### src/sv/rdmst_ram.sv
// generic single write port ram with registered read
`default_nettype none
module rdmst_ram #(
  parameter int Width = 8,
  parameter int Depth = 16,
  localparam int AW = (Depth > 1) ? $clog2(Depth) : 1
) (
  input  wire logic             clk_i,
  input  wire logic             we_i,
  input  wire logic [AW-1:0]    waddr_i,
  input  wire logic [Width-1:0] wdata_i,
  input  wire logic [AW-1:0]    raddr_i,
  output logic      [Width-1:0] rdata_o
);

  logic [Width-1:0] mem [Depth];

  always_ff @(posedge clk_i) begin
    if (we_i) begin
      mem[waddr_i] <= wdata_i;
    end
    rdata_o <= mem[raddr_i];
  end

endmodule
`default_nettype wire
### config.mk
export PLATFORM = sky130hd
export DESIGN_NAME = rdmst_ram
export DESIGN_NICKNAME = d
export VERILOG_FILES = /design/src/sv/rdmst_ram.sv
export SDC_FILE = /design/constraint.sdc
export NUM_CORES = 1
export LEC_CHECK = 0
export BUFFER_PORTS_ARGS = -buffer_cell sky130_fd_sc_hd__clkbuf_2
export CAP_MARGIN = 10
export CORE_MARGIN = 5
export CORE_UTILIZATION = 30
export DETAILED_ROUTE_END_ITERATION = 10
export PLACE_DENSITY = 0.45
export SETUP_SLACK_MARGIN = 0.4
export SLEW_MARGIN = 20
export SYNTH_ARGS = -nofsm -noshare
export SYNTH_HDL_FRONTEND = slang
export SYNTH_SLANG_ARGS = --single-unit
### constraint.sdc
create_clock -name clk_i -period 2.2 [get_ports clk_i]
set_input_delay 0.11 -clock clk_i [delete_from_list [all_inputs] [get_ports clk_i]]
set_output_delay 0.11 -clock clk_i [all_outputs]
set_load 0.1 [all_outputs]
# Word level (Yosys, flattened, before mapping)
# Memory sizes are Yosys's and may differ from the RTL's. A register that Yosys moved wholly into a read port is not among the register bits.
# Cells that the tools add are included.
[word_totals] ff_bits=0 ram_bits=128 inputBits=18 wordCells=3 n_memories=1
[mem_list] memory="mem" depth=16 word_bits=8 rd=1 rd_ports_with_merged_regs=1 wr=1 line_no="16" rtl="logic [Width-1:0] mem [Depth];"
[classes] n_mux=2
[ops] cell="1-bit 2-to-1 mux" count=2

# Longest topological paths before layout
# Gate-level depths: netlist (run 1).
[depth] ltp_word=2 depth_mapped=5 depth_no_buf=3

# Least setup slack after synthesis (run 1)
# No wires, ideal clock.
[synth_path] path_kind="input-to-reg" start="input waddr_i[2]" end="memory mem[0][0] (enable)" setup_ns=0.383 arrival_time_ns=1.220 required_ns=1.817 slack_ns=0.597 stages=2 n_path_buf=0 cell_sequence="or3b_2 -> nor3_1"
[synth_rtl] item="from (decl)" line_no="10" rtl="input wire logic [AW-1:0] waddr_i,"
[synth_rtl] item="to (decl)" line_no="16"
# No word-level cell before the write port.

# Final worst setup path (run 1)
[layout_path] start="register rdata_o[7], read port of mem" end="output rdata_o[7]"
[layout_rtl] item="from (decl)" line_no="13" rtl="output logic [Width-1:0] rdata_o"
# No word-level cell between the ends.

==> results of run 1 <==
routing by layer:
metal / track usage / vias up / wire length, microns
li1: - / 1091 / -
met1: 0.162 / 1267 / 5050
met2: 0.191 / 42 / 5560
met3: 0.0298 / 13 / 370
met4: 0.0535 / 0 / 204
met5: 0 / - / 0
worst max-delay path by stage:
stage	to	depth (start not counted)
after floorplan	mem[0][0]	2
after global placement	rdata_o[2]	5
after detailed placement	rdata_o[2]	5
after CTS	rdata_o[6]	1
after global routing	rdata_o[2]	3
final	rdata_o[7]	1
power groups by stage:
stage | sequential, uW | clock, uW | combinational [uW]
5_1_grt | 2920 | 2740 | 427
4_1_cts | 2920 | 2620 | 407
2_1_floorplan | 3090 | 0 | 147
3_3_place_gp | 2970 | 0 | 404
6_report | 2920 | 2550 | 399
3_5_place_dp | 2970 | 0 | 407
per-stage QoR:
step                cells  area [sq um]   util
floorplan             229          5150      -
global placement      487          5660  0.339
detailed placement    487          5660  0.339
CTS                   519          6200  0.371
global route          519          6200  0.371
finish                519          6200  0.371
cell usage in the layout (no fill, tap or decap), drive strengths merged:
cell and instances:
a22oi 16, and2 1, and2b 1, buf 23
clkbuf 54, clkinv 2, clkinvlp 1, dfxtp 8
edfxtp 128, mux4 32, nand2 9, nand2b 2
nand3 1, nand3b 2, nor2 13, nor2b 1
nor3 4, or3b 1
cell families after synthesis:
logic type | count (synthesis) | synth area share
AO/OA/AOI/OAI | 16 | 0.0233
flip-flops | 136 | 0.778
buffers and inverters | 10 | 0.0168
AND/OR/NAND/NOR | 35 | 0.0318
multiplexers | 32 | 0.150
layout make-up:
cell class | instances | area, sq um
Clock buffer | 29 | 520
Fill cell | 1571 | 10500
Sequential cell | 136 | 4000
Tap cell | 220 | 275
Clock inverter | 3 | 17.5
Multi-Input combinational cell | 83 | 1060
Timing Repair Buffer | 48 | 323
flip-flops by register name (all words and copies together), names as in the netlist:
signal and count:
mem 128, rdata_o 8
==> qor.txt, run 1 <==
P&R area growth vs syn - 20.4%
Final Cycle Share - 0.633
number of global-route vias before repair - 2629
die area - 0.0199 sq mm
Critical R2R Launch - mem[1][2]
Slew @ Worst Pin - 0.567 ns
wire per inst - 21.5 microns
layout cells sized above 1 - 0.308
# clock sinks - 136
core area - 0.0167 sq mm
Die Width - 141 microns
Mapped Nets - 247
Reg power frac - 0.497
CP required - 2.09 ns
status - completed
hold depth - 1
Hold EP - mem[10][3]
worst hold slack - 0.128 ns
Setup Fix Bufs, Post-CTS - 0
Yosys reg bits - 136
register area share after synthesis - 0.778
worst reg2reg setup slack - 0.84 ns
max cap viols - 0
Post-synth EDFFs - 128
Root Buffer - clkbuf_16
DP Worst Slack - 0.564 ns
clock-pin slew on the worst setup and hold paths - 0.05 ns
WP buf/inv - 1
yosys warns - 0
Max Clock Skew - 0.00513 ns
critical path's top delay family - buffers and inverters
CP max stage delay - 0.49 ns
worst-skew pair later-pin latency - 0.41 ns
H-tree depth - 4
Vias/cell - 4.65
vias after detailed routing - 2413
worst hold path type - in -> reg
crit path cell chain - clkbuf_2
Final Total Pwr - 5870 uW
first-pass GRT wire length - 17100 microns
Syn Area/Cell - 22.5 sq um
top cells by count, synth - edfxtp_1 (128), mux4_2 (18), a22oi_1 (16), mux4_1 (14), nor2_1 (13)
Net Switching - 1270 uW
Final WS setup - 0.808 ns
most frequent cell after synthesis - edfxtp_1
Mapped Cells - 229
critical path class - reg -> out
drt first pass iters - 4
crit start category - flop
hold buffers post-CTS - 0
CP startpoint - rdata_o[7]
power per cell area - 947 mW/mm^2
leading area contributor after synthesis - edfxtp_1
gr usage total - 0.122
DPL Wire Length - 7130 microns
n_diodes - 0
die height - 141 microns
drt drc - 0
Clk pwr share - 0.435
FFs w/ async S/R, synth - 0
Rel. slew slack - 0.623
top cell type's share of synthesized area - 0.747
Final Setup Violations - 0
Int Pwr - 4600 uW
crit path capture type - output pin
Worst Reg-to-Reg Cells - 3
RSZ-0062 raised after global routing - no
switch share - 0.216
GP Congestion - 0.683
static leakage - 0.00209 uW
synth unique cells - 19
antenna-violating nets left - 0
# rows - 47
combinational share of power - 0.068
post-layout min period - 1.39 ns
NumNets Final - 304
cts repair resizes - 0
Post-synth top flop - edfxtp_1
worst-path maximum fanout - 1
hold wc startpoint - wdata_i[3]
maximum vdd ir drop - 522 uV
Fmax - 719 MHz
synth top area cells - edfxtp_1 (75%), mux4_2 (7.9%), mux4_1 (7.1%)
Clock Tree Buf Depth - 2
cell area after synthesis - 0.00515 sq mm
Final TNS setup - 0 ns
max-slew violations - 0
CP arrival - 1.28 ns
antenna violations before repair - 0
Final Hold Viols - 0
CTS Buf Count - 17
Initial Util - 0.308
total grt overflow - 0
CTS tree - built
Max stage delay cell, worst path - clkbuf_2
FF-to-FF End - rdata_o[2]
WL final - 11200 microns
io pins - 26
port bufs - 25
largest net degree at the start of global routing - 33
Iter 0 DRT Violations - 150
No activity file was read; power rests on OpenSTA's default activity.
==> run 2: changes to the inputs <==
- PLACE_DENSITY: 0.45 -> 0.46
- clock period: 2.2 -> 1.2 ns (I/O delays scaled with it)
==> run 2 against run 1 <==
Against the previous run: the flow now finishes with violations (negative setup slack); sequential power is 84% higher; combinational power is 150% higher; sequential cell count stayed put; critical path depth is 3 higher; total power is 88% higher; die area stayed put.
==> qor.txt, run 2 (synthesized netlist as in run 1, its figures left out) <==
first-pass GRT wire length - 17200 microns (+0.44%)
Root Buffer - clkbuf_16
status - finished, violations left
worst-path maximum fanout - 1 (unchanged)
hold wc startpoint - wdata_i[2]
port bufs - 25 (unchanged)
most common cell after layout, fill and taps aside - edfxtp_1
Final Hold Viols - 0 (unchanged)
layout cells sized above 1 - 0.509 (+0.202)
die area - 0.0199 sq mm (unchanged)
Hold EP - mem[0][2]
final design utilization - 0.410 (+0.0388)
Largest Register - mem
P&R area growth vs syn - 33.0%
combinational share of power - 0.090 (+0.022)
Iter 0 DRT Violations - 124 (-17%)
Final Setup Violations - 8 (+8)
# rows - 47 (unchanged)
Int Pwr - 8650 uW (+88%)
Worst Reg-to-Reg Cells - 4 (+1)
Die Width - 141 microns (unchanged)
Clock Tree Buf Depth - 2 (unchanged)
Final TNS setup - -0.687 ns (-0.687 ns)
Reg power frac - 0.486 (-0.011)
maximum vdd ir drop - 1160 uV (+120%)
Filler Cell Count - 1520 (-3.2%)
# clock sinks - 136 (unchanged)
WL final - 11200 microns (about the same)
H-tree depth - 4 (unchanged)
hold buffers post-CTS - 0 (unchanged)
n_diodes - 0 (unchanged)
antenna-violating nets left - 0 (unchanged)
worst-skew pair later-pin latency - 0.41 ns (about the same)
number of global-route vias before repair - 2686 (+2.2%)
Final Total Pwr - 11100 uW (+88%)
DP Worst Slack - -0.360 ns (-0.924 ns)
RSZ-0062 raised after global routing - yes
Final WS setup - -0.154 ns (-0.962 ns)
Final Cycle Share - 1.13
max reg flops - 128 (unchanged)
CP arrival - 1.65 ns (+0.37 ns)
crit path capture type - flop
total grt overflow - 0 (unchanged)
GP Congestion - 0.727 (+6.4%)
hold depth - 1 (unchanged)
CTS Buf Count - 17 (unchanged)
DPL Wire Length - 7490 microns (+5.0%)
CTS tree - built
clock-pin slew on the worst setup and hold paths - 0.06 ns (about the same)
worst hold path type - in -> reg
post-layout min period - 1.35 ns
gr usage total - 0.123 (+0.00163)
antenna violations before repair - 0 (unchanged)
max cap viols - 0 (unchanged)
switch share - 0.218 (+0.00231)
static leakage - 0.00229 uW (+9.4%)
Clk pwr share - 0.425 (-0.010)
io pins - 26 (unchanged)
core area - 0.0167 sq mm (unchanged)
FF-to-FF End - rdata_o[4]
crit start category - flop
registers with the most flip-flops - mem (128), rdata_o (8)
vias after detailed routing - 2434 (+0.87%)
max-slew violations - 0 (unchanged)
drt first pass iters - 4 (unchanged)
NumNets Final - 327 (+7.6%)
Max Clock Skew - 0.00515 ns (+0.0000290 ns)
Fmax - 739 MHz
die height - 141 microns (unchanged)
power per cell area - 1620 mW/mm^2 (+70%)
worst reg2reg setup slack - -0.15 ns (-0.99 ns)
wire per inst - 20.6 microns (-4.2%)
Rel. slew slack - 0.450 (-0.174)
largest net degree at the start of global routing - 23 (-30%)
failing checks - negative setup slack
drt drc - 0 (unchanged)
Initial Util - 0.308 (unchanged)
Vias/cell - 4.49 (-3.4%)
worst hold slack - 0.0579 ns (-0.0705 ns)
Critical R2R Launch - mem[2][4]
Net Switching - 2410 uW (+90%)
most frequent cells in the layout - edfxtp_1 (128), mux4_2 (32), buf_4 (27)
Slew @ Worst Pin - 0.824 ns (+0.257 ns)
CP required - 1.50 ns (-0.59 ns)
critical path class - reg -> reg
[run 2: power groups by stage]
stage / Clock, uW / Combinational [uW] / Sequential, uW
after floorplan: 0 / 322 / 5670
after global placement: 0 / 905 / 5450
after detailed placement: 0 / 913 / 5450
after CTS: 4830 / 1000 / 5370
after global routing: 5070 / 1050 / 5380
final: 4690 / 992 / 5370
[run 2: worst max-delay path, cell delays in order (launching register included)]
cell	delay, ns
edfxtp_1	0.37
mux4_2	0.49
a22oi_2	0.19
buf_4	0.15
nand2_1	0.05
[run 2: final cells by class]
cell class / count / area, sq um / share of cell area
clock buffer: 25 / 505 / 0.0738
tap: 220 / 275 / 0.0402
clock inverter: 7 / 43.8 / 0.00640
timing repair buffer: 71 / 840 / 0.123
multi-input combinational: 83 / 1160 / 0.170
sequential: 136 / 4020 / 0.587
[run 2: through the flow]
step | std cells | instance area, sq um
after floorplan | 229 | 5280
after global placement | 509 | 6140
after detailed placement | 509 | 6140
after CTS | 542 | 6820
after global routing | 542 | 6850
final | 542 | 6850
[run 2: worst max-delay path by stage]
stage	from	to	slack, ns
finish	mem[2][4]	rdata_o[4]	-0.15
global route	mem[2][4]	rdata_o[4]	-0.21
CTS	mem[2][4]	rdata_o[4]	-0.17
detailed placement	raddr_i[0]	rdata_o[6]	-0.36
global placement	raddr_i[0]	rdata_o[6]	-0.32
floorplan	waddr_i[2]	mem[0][0]	0.04
[run 2: repair_timing]
action | CTS | global route
pin swaps | 2 | 0
cloned | 0 | 0
gates resized for setup | 28 | 7
endpoints found under the setup margin | 32 | 42
setup buffers | 1 | 0
hold endpoints to repair | 0 | 0
[run 2: routing by layer]
layer  vias up  routed length, microns  part of all wire  track usage
met4         0                     174             0.016       0.0505
met2        44                    5210              0.47        0.181
met3        14                     435             0.039       0.0322
met5         -                       0                 0            0
li1       1126                       -                 -            -
met1      1250                    5370              0.48        0.175
